**src/sv/cmad_pkg.sv**
```systemverilog
// ----------------------------------------------------------------------------
// Centered moving average detrend: shared definitions
// Register indexes, fixed widths and the control word that travels with
// each item through the pipeline.
// ----------------------------------------------------------------------------
package cmad_pkg;

   localparam int HW_BITS    = 6;
   localparam int INV_BITS   = 24;
   localparam int RING_AW    = 7;
   localparam int RING_DEPTH = 1 << RING_AW;
   localparam int SEEN_BITS  = 8;
   localparam int SEEN_MAX   = 255;

   typedef enum logic [0:0] {
      CSR_HALF_WINDOW    = 1'b0,
      CSR_INV_WINDOW_LEN = 1'b1
   } csr_index_type;

   typedef struct packed {
      logic               sub_old;
      logic               has_result;
      logic               has_window;
      logic               eos;
      logic [HW_BITS-1:0] pending;
   } ctl_type;

endpackage

```
**src/sv/cmad_emit.sv**
```systemverilog
// ----------------------------------------------------------------------------
// Centered moving average detrend: result emitter
// Output register that shows the normal result of an item and then counts
// out the zero results that flush the end of a stream.
// ----------------------------------------------------------------------------
module cmad_emit
   import cmad_pkg::*;
#(
   parameter int SAMPLE_BITS = 24
) (
   input  logic                   clock,
   input  logic                   reset,
   input  logic                   load,
   input  ctl_type                load_ctl,
   input  logic [SAMPLE_BITS-1:0] load_a,
   input  logic [SAMPLE_BITS-1:0] load_b,
   output logic                   free,
   output logic                   rsp_tvalid,
   input  logic                   rsp_tready,
   // Fields from bit 0 up: detrended_a, detrended_b, zero padding.
   output logic [((2*SAMPLE_BITS+7)/8)*8-1:0] rsp_tdata,
   // Fields from bit 0 up: has_window.
   output logic                   rsp_tuser,
   output logic                   rsp_tlast
);

   localparam int TDATA_BITS = ((2*SAMPLE_BITS+7)/8)*8;

   logic                   valid_ff;
   logic                   normal_ff;
   logic                   win_ff;
   logic [HW_BITS-1:0]     pend_ff;
   logic [SAMPLE_BITS-1:0] a_ff;
   logic [SAMPLE_BITS-1:0] b_ff;
   logic                   final_item;
   logic                   fire;

   assign final_item = normal_ff ? (pend_ff == '0) : (pend_ff == HW_BITS'(1));
   assign fire       = valid_ff && rsp_tready;
   assign free       = !valid_ff || (rsp_tready && final_item);

   always_ff @(posedge clock) begin
      if (reset) begin
         valid_ff  <= 1'b0;
         normal_ff <= 1'b0;
         pend_ff   <= '0;
      end else if (load) begin
         valid_ff  <= 1'b1;
         normal_ff <= load_ctl.has_result;
         pend_ff   <= load_ctl.eos ? load_ctl.pending : '0;
      end else if (fire) begin
         if (final_item) begin
            valid_ff <= 1'b0;
         end else if (normal_ff) begin
            normal_ff <= 1'b0;
         end else begin
            pend_ff <= pend_ff - HW_BITS'(1);
         end
      end
   end

   always_ff @(posedge clock) begin
      if (load) begin
         win_ff <= load_ctl.has_window;
         a_ff   <= load_ctl.has_window ? load_a : '0;
         b_ff   <= load_ctl.has_window ? load_b : '0;
      end
   end

   always_comb begin
      rsp_tvalid = valid_ff;
      if (normal_ff) begin
         rsp_tdata = TDATA_BITS'({b_ff, a_ff});
         rsp_tuser = win_ff;
         rsp_tlast = 1'b0;
      end else begin
         rsp_tdata = '0;
         rsp_tuser = 1'b0;
         rsp_tlast = (pend_ff == HW_BITS'(1));
      end
   end

   a_last_is_edge: assert property (@(posedge clock) disable iff (reset)
      (rsp_tvalid && rsp_tlast) |-> !rsp_tuser)
      else $error("final result of a stream carries a window");

   a_edge_is_zero: assert property (@(posedge clock) disable iff (reset)
      (rsp_tvalid && !rsp_tuser) |-> (rsp_tdata == '0))
      else $error("edge result is not zero");

   a_flush_count: assert property (@(posedge clock) disable iff (reset)
      (fire && !normal_ff && (pend_ff > HW_BITS'(1))) |=>
      (valid_ff && (pend_ff == $past(pend_ff) - HW_BITS'(1))))
      else $error("flush count did not step down");

endmodule

```
**config.mk**
```make
export PLATFORM = sky130hd
export DESIGN_NAME = cmad_emit
export DESIGN_NICKNAME = d
export VERILOG_FILES = /design/src/sv/cmad_pkg.sv /design/src/sv/cmad_emit.sv
export SDC_FILE = /design/constraint.sdc
export NUM_CORES = 1
export LEC_CHECK = 0
export CAP_MARGIN = 20
export CORE_MARGIN = 4
export CORE_UTILIZATION = 55
export CTS_BUF_LIST = sky130_fd_sc_hd__clkbuf_4 sky130_fd_sc_hd__clkbuf_8
export CTS_CLUSTER_SIZE = 30
export DETAILED_ROUTE_END_ITERATION = 7
export DONT_BUFFER_PORTS = 1
export GPL_ROUTABILITY_DRIVEN = 0
export GPL_TIMING_DRIVEN = 0
export PLACE_DENSITY = 0.77
export SETUP_SLACK_MARGIN = 0.15
export SLEW_MARGIN = 40
export SYNTH_ARGS = -nofsm -noshare
export SYNTH_HDL_FRONTEND = slang
export SYNTH_SLANG_ARGS = --single-unit
export TNS_END_PERCENT = 50
```
**constraint.sdc**
```tcl
create_clock -name clock -period 1.98 [get_ports clock]
set_clock_uncertainty 0.1 [all_clocks]
set_input_delay 0.198 -clock clock [delete_from_list [all_inputs] [get_ports clock]]
set_output_delay 0.198 -clock clock [all_outputs]
set_load 0.01 [all_outputs]
```
==> results of run 1 <==
cells by family (layout without fill, tap and decap cells):
kind of cell | count (synthesis) | count (layout) | synth area share (%)
AOI/OAI and AO/OA | 15 | 15 | 4.81
xor gates and xnor gates | 3 | 3 | 0.991
adders and majority gates | 3 | 3 | 1.42
buffers and inverters | 15 | 90 | 2.41
DFF | 57 | 57 | 61.5
muxes | 2 | 2 | 0.755
and+or+nand+nor | 118 | 118 | 28.1
worst paths after layout:
kind | end | slack (ps) | startpoint | depth (start not counted)
hold reg to reg | pend_ff[5] | 460 | pend_ff[5] | 1
hold / removal | b_ff[14] | -110 | load | 0
setup / recovery | free | 290 | pend_ff[1] | 4
setup reg to reg | pend_ff[3] | 370 | pend_ff[4] | 5
synth_stat cells, types with 3 or more instances:
library cell / number
nor3_1: 3
ha_1: 3
a21oi_1: 4
and2_1: 97
clkbuf_1: 10
nand2_1: 6
dfxtp_1: 8
nor2_1: 3
inv_1: 4
edfxtp_1: 49
sequential cells by signal (all words and copies together) (netlist names):
name	flops
a_ff	24
b_ff	24
normal_ff	1
pend_ff	6
rsp_tvalid	1
win_ff	1
through the flow:
step / hold WS [ps] / instances / utilization [%] / instance area, µm² / setup WS [ps]
5_1_grt: -127 / 342 / 74.8 / 3510 / 189
6_report: -111 / 342 / 74.8 / 3510 / 289
3_3_place_gp: 168 / 267 / 58.0 / 2720 / 380
3_5_place_dp: 174 / 267 / 58.0 / 2720 / 301
2_1_floorplan: 167 / 213 / - / 2650 / 475
4_1_cts: -120 / 342 / 74.7 / 3510 / 186
layout make-up:
class,count,area [µm²]
plain buffers,11,48.8
clock buffers,9,124
clock inverters,7,71.3
fillers,314,1180
inverters,4,15.0
multi-input cells,141,963
flip-flops and latches,57,1630
well taps,54,67.6
repair buffers,59,588
timing repair:
item | in CTS | in global routing
setup endpoints to repair | 1 | 1
pin swaps | 1 | 0
resized for setup | 1 | 1
setup buffers | 1 | 0
hold endpoints to repair | 106 | 49
metal layers:
metal / track usage [%] / up-vias / share of wire, %
met5: 0 / - / 0
met4: 7.65 / 0 / 1.7
met3: 7.42 / 10 / 8.3
met1: 23.6 / 851 / 40
li1: - / 870 / -
met2: 32.9 / 78 / 50
power by group through the flow:
stage / registers [W] / logic, W / clock network [W]
3_3_place_gp: 0.00146 / 0.000198 / 0
2_1_floorplan: 0.00145 / 0.000170 / 0
5_1_grt: 0.00145 / 0.000334 / 0.00113
4_1_cts: 0.00144 / 0.000300 / 0.00105
3_5_place_dp: 0.00146 / 0.000201 / 0
6_report: 0.00144 / 0.000304 / 0.00105
==> metrics.md, run 1 <==
| Metric | Value |
|---|---|
| Number of global-route vias before repair | 1801 |
| Slowest cell on crit path | dfxtp_1 |
| Synth area leader | edfxtp_1 |
| Mapped Area | between 2000 and 3000 µm² |
| Async SR Flop Fraction | 0% |
| Mean post-synth cell area | between 10 and 15 µm² |
| Static Leak | roughly 1.3 nW |
| Status | complete, but fails checks |
| RSZ-0062 raised after global routing | false |
| Post-synth cell types | 30 |
| Antenna violations before repair | 0 |
| Slew at the pin closest to its max-slew limit | 381 ps |
| Clock Pin Slew Worst Setup and Hold Paths | 70 ps |
| Antenna diode count | 0 |
| Critical path class | reg -> out |
| HP Class | in -> reg |
| Die Area | 6000 µm² |
| Final hold violations | 49 |
| Sw Ratio | 23.0% |
| Worst Path Arrival | 1390 ps |
| Predominant post-synthesis flop cell | edfxtp_1 |
| Required time worst endpoint | 1680 ps |
| Ys Warns | 0 |
| Final setup viols | 0 |
| Min Hold Slack | -111 ps |
| I/O pin count | between 100 and 150 |
| CTS root buf | clkbuf_8 |
| Final worst-path cycle share | 85.4% |
| CP delay by family, top | flip-flops |
| Largest net degree at the start of global routing | between 50 and 60 |
| Final ANT Viol Nets | 0 |
| Later-pin clock latency in the skew report | ~320 ps |
| CTS tree | yes |
| PwrDens | 795 nW/µm² |
| Vias | between 1500 and 2000 |
| CP cell instances | inv_1 -> ha_2 -> mux2i_1 -> o21ai_2 |
| Crit Path Max Fanout | 6 |
| DRT Pass-1 Iters | 4 |
| Most common cell after layout, fill and taps aside | and2_1 |
| Synth top area share | 55.5% |
| Area delta synth->final | 32.3% |
| Seq/Total Area, Yosys | 61.5% |
| Commonest cells after routing, fill and taps aside | and2_1 (97), dlygate4sd3_1 (58), edfxtp_1 (49) |
| Htree depth | 3 |
| Mapped Cells | 213 |
| Slew headroom | between 70% and 80% |
| Post-synth EDFFs | a little under 50 |
| Synth area leaders | edfxtp_1 (55%), and2_1 (23%), dfxtp_1 (6.0%), clkbuf_1 (1.4%), ha_1 (1.4%) |
| Maximum Capacitance Violations | 0 |
| Maximum ir drop on the vdd rail | 0.000692 V |
| Num Clock Sinks | 57 |
| Failing checks | hold timing |
| Syn_nets | 278 |
| Die Span X | 77.4 µm |
| Sequential power share | between 50% and 60% |
| Clock Power Share | 37.6% |
| CTS Hold Bufs | 58 |
| Final setup TNS | 0 ps |
| Clock Tree Buf Depth | 2 |
| Layout net count | 348 |
| Starting Density | a little under three fifths |
| CORE AREA | 4690 µm² |
| Per-cell routed wire length | approximately 17 µm |
| Share of cells above drive strength 1 | 8.33% |
| Input/output buffers | 0 |
| Overall power | 0.00279 W |
| # rows | 25 |
| Combinational share of power | a little over a tenth |
| Vias per std cell | around 5.3 |
| Max Slew Vio Count | 0 |
| Die H | 77.4 µm |
| Internal | 0.00215 W |
| Synthesis-stage register bit count | 57 |
| Post-route DRC | 0 |
| GR Util All Layers | between 10% and 20% |
| Cts bufs inserted | 9 |
| CP max stage delay | 330 ps |
| Fmax | about 590 MHz |
| Critical path buffer and inverter count | 1 |
| Grt total ovfl | 0 |
| DPL Wire Length | between 3000 and 4000 µm |
| Switch Pwr | 0.000642 W |
| Startpoint types | flop |
| Critical Path Sink Type | primary output |
| DR iter-0 viols | 69 |
| Wirelength, routed | approximately 5700 µm |
| Final min period | 1690 ps |
| Global-route wire length before repair | 9160 µm |
Power figures use the tool's default switching activity.
==> run 2, diff against run 1 <==
Settings changed: CELL_PAD_IN_SITES_DETAIL_PLACEMENT from default to 0, CELL_PAD_IN_SITES_GLOBAL_PLACEMENT from default to 1, CORE_UTILIZATION 55 to 50, PLACE_DENSITY 0.77 to 0.88.
==> run 2 against run 1 <==
The flow still finishes with violations (hold timing). Maximum frequency grew 0.26%. Clock power shrank 17%. Combinational power grew 1%. Worst hold slack gained 3.6 ps.
==> metrics.md, run 2 (synthesis results as in run 1) <==
| Metric | Value |
|---|---|
| Register cell area after layout | 1630 µm² (unchanged) |
| CTS tree | yes (unchanged) |
| CORE AREA | 5140 µm² (was 4690 µm²) |
| Min Hold Slack | -108 ps (was -111 ps) |
| Cts bufs inserted | 9 (unchanged) |
| Pre-CTS WS | 285 ps (was 301 ps) |
| Die H | 80.8 µm (was 77.4 µm) |
| Starting Density | 51.6% (was 56.5%) |
| Crit Path Max Fanout | 4 (was 6) |
| Vias per std cell | 4.93 (was 5.29) |
| Largest net degree at the start of global routing | 57 (unchanged) |
| Final worst-path cycle share | 85.2% (was 85.4%) |
| CTS Hold Bufs | 56 (was 58) |
| Sw Ratio | 22.8% (was 23.0%) |
| Final setup viols | 0 (unchanged) |
| Slew at the pin closest to its max-slew limit | 374 ps (was 381 ps) |
| Clock Power Share | 33.2% (was 37.6%) |
| Failing checks | hold timing (unchanged) |
| Final setup TNS | 0 ps (unchanged) |
| # rows | 26 (was 25) |
| DPL Wire Length | 3550 µm (was 3460 µm) |
| Worst Path Arrival | 1790 ps (was 1390 ps) |
| Clock Tree Buf Depth | 2 (unchanged) |
| Num Clock Sinks | 57 (unchanged) |
| Startpoint types | flop (unchanged) |
| Setup WS post-layout | 294 ps (was 289 ps) |
| Later-pin clock latency in the skew report | 320 ps (about the same) |
| Sequential power share | 55.0% (was 51.5%) |
| Max Slew Vio Count | 0 (unchanged) |
| Multi-input gate area | 963 µm² (unchanged) |
| Static Leak | 1.30 nW (was 1.31 nW) |
| Final ANT Viol Nets | 0 (unchanged) |
| Maximum ir drop on the vdd rail | 0.000646 V (was 0.000692 V) |
| Switch Pwr | 0.000595 W (was 0.000642 W) |
| Die Area | 6530 µm² (was 6000 µm²) |
| HP Class | in -> reg (unchanged) |
| Critical Path Sink Type | flop (was primary output) |
| Fmax | 593 MHz (was 591 MHz) |
| Commonest cells after routing, fill and taps aside | and2_1 (97), dlygate4sd3_1 (56), edfxtp_1 (49) (was and2_1 (97), dlygate4sd3_1 (58), edfxtp_1 (49)) |
| GR Util All Layers | 18.9% (was 19.9%) |
| Fill cell count | 392 (was 314) |
| Status | complete, but fails checks (unchanged) |
| Design Area, Final | 3480 µm² (was 3510 µm²) |
| Required time worst endpoint | 2080 ps (was 1680 ps) |
| Grt total ovfl | 0 (unchanged) |
| Htree depth | 3 (unchanged) |
| Layout net count | 347 (was 348) |
| Die Span X | 80.8 µm (was 77.4 µm) |
| Per-cell routed wire length | 16.4 µm (was 16.8 µm) |
| Vias | 1754 (was 1809) |
| Antenna violations before repair | 0 (unchanged) |
| PwrDens | 752 nW/µm² (was 795 nW/µm²) |
| Combinational share of power | 11.8% (was 10.9%) |
| I/O pin count | 114 (unchanged) |
| Maximum Capacitance Violations | 0 (unchanged) |
| DRT Pass-1 Iters | 4 (unchanged) |
| Clock Pin Slew Worst Setup and Hold Paths | 70 ps (about the same) |
| Top flop regs | a_ff (24), b_ff (24), pend_ff (6) (unchanged) |
| Critical path class | reg -> reg (was reg -> out) |
| Slew headroom | 75.1% (was 74.6%) |
| Dpl cell area | 2740 µm² (was 2720 µm²) |
| Final hold violations | 49 (unchanged) |
| RSZ-0062 raised after global routing | false (unchanged) |
| Global-route wire length before repair | 9110 µm (was 9160 µm) |
| Wirelength, routed | 5830 µm (was 5730 µm) |
| DR iter-0 viols | 65 (was 69) |
| Number of global-route vias before repair | 1843 (was 1801) |
| Final min period | 1690 ps (about the same) |
| Share of cells above drive strength 1 | 7.34% (was 8.33%) |
| Most common cell after layout, fill and taps aside | and2_1 (unchanged) |
| Antenna diode count | 0 (unchanged) |
| CTS root buf | clkbuf_8 (unchanged) |
| Input/output buffers | 0 (unchanged) |
| Internal | 0.00202 W (was 0.00215 W) |
| Final Util | 67.6% (was 74.8%) |
| Post-route DRC | 0 (unchanged) |
| Area delta synth->final | 31.1% (was 32.3%) |
## run 2: changes by cell type in the layout (fill, tap and decap cells not counted)
cell / change
clkinv_1: +3
buf_4: +1
clkinv_4: -1
clkbuf_4: +1
dlygate4sd3_1: -2
clkinvlp_4: -2
clkinv_2: -1
bufinv_16: -1
## run 2: timing repair
| item | CTS | global route |
|---|---|---|
| setup buffers | 2 | 0 |
| endpoints found under the setup margin | 1 | 1 |
| pin swaps | 1 | 0 |
| hold endpoints to repair | 105 | 49 |
| resized for setup | 0 | 2 |
## run 2: area by class of cell
class                           instances  share of cell area (%)
Sequential cell                        57                    46.9
Timing Repair Buffer                   58                    16.6
Inverter                                4                   0.432
Tap cell                               70                    2.52
Clock inverter                          5                   0.684
Multi-Input combinational cell        141                    27.7
Buffer                                 11                    1.40
Clock buffer                           10                    3.78
## run 2: power groups by stage
stage | clock network, W | registers, W | logic, W
global route | 0.000958 | 0.00145 | 0.000341
detailed placement | 0 | 0.00146 | 0.000204
floorplan | 0 | 0.00145 | 0.000170
finish | 0.000868 | 0.00144 | 0.000308
CTS | 0.000881 | 0.00144 | 0.000303
global placement | 0 | 0.00146 | 0.000200
## run 2: stage by stage
step | total power [W] | std cells
after detailed placement | 0.00166 | 283
after global placement | 0.00166 | 283
after CTS | 0.00262 | 356
after floorplan | 0.00162 | 213
final | 0.00261 | 356
after global routing | 0.00274 | 356
## run 2: worst max-delay path, cell delays in order, from the launching register on
cell     delay (ps)
dfxtp_1         360
nor4_4          390
buf_4           180
a21oi_2          90
and4_1          200
nor4_1          250
## run 2: routing by layer
layer / track usage [%] / vias to the layer above / share of wire, %
met3: 7.65 / 8 / 7.2
met5: 0 / - / 0
met2: 31.9 / 64 / 51
met4: 6.76 / 0 / 1.5
li1: - / 862 / -
met1: 21.7 / 820 / 41
## run 2: final timing paths
check | start | end | slack, ps | depth (start not counted)
worst min-delay path | load | b_ff[18] | -110 | 0
worst min register to register | pend_ff[5] | pend_ff[5] | 480 | 1
worst max-delay path | pend_ff[5] | pend_ff[3] | 290 | 5
worst max register to register | pend_ff[5] | pend_ff[3] | 290 | 5
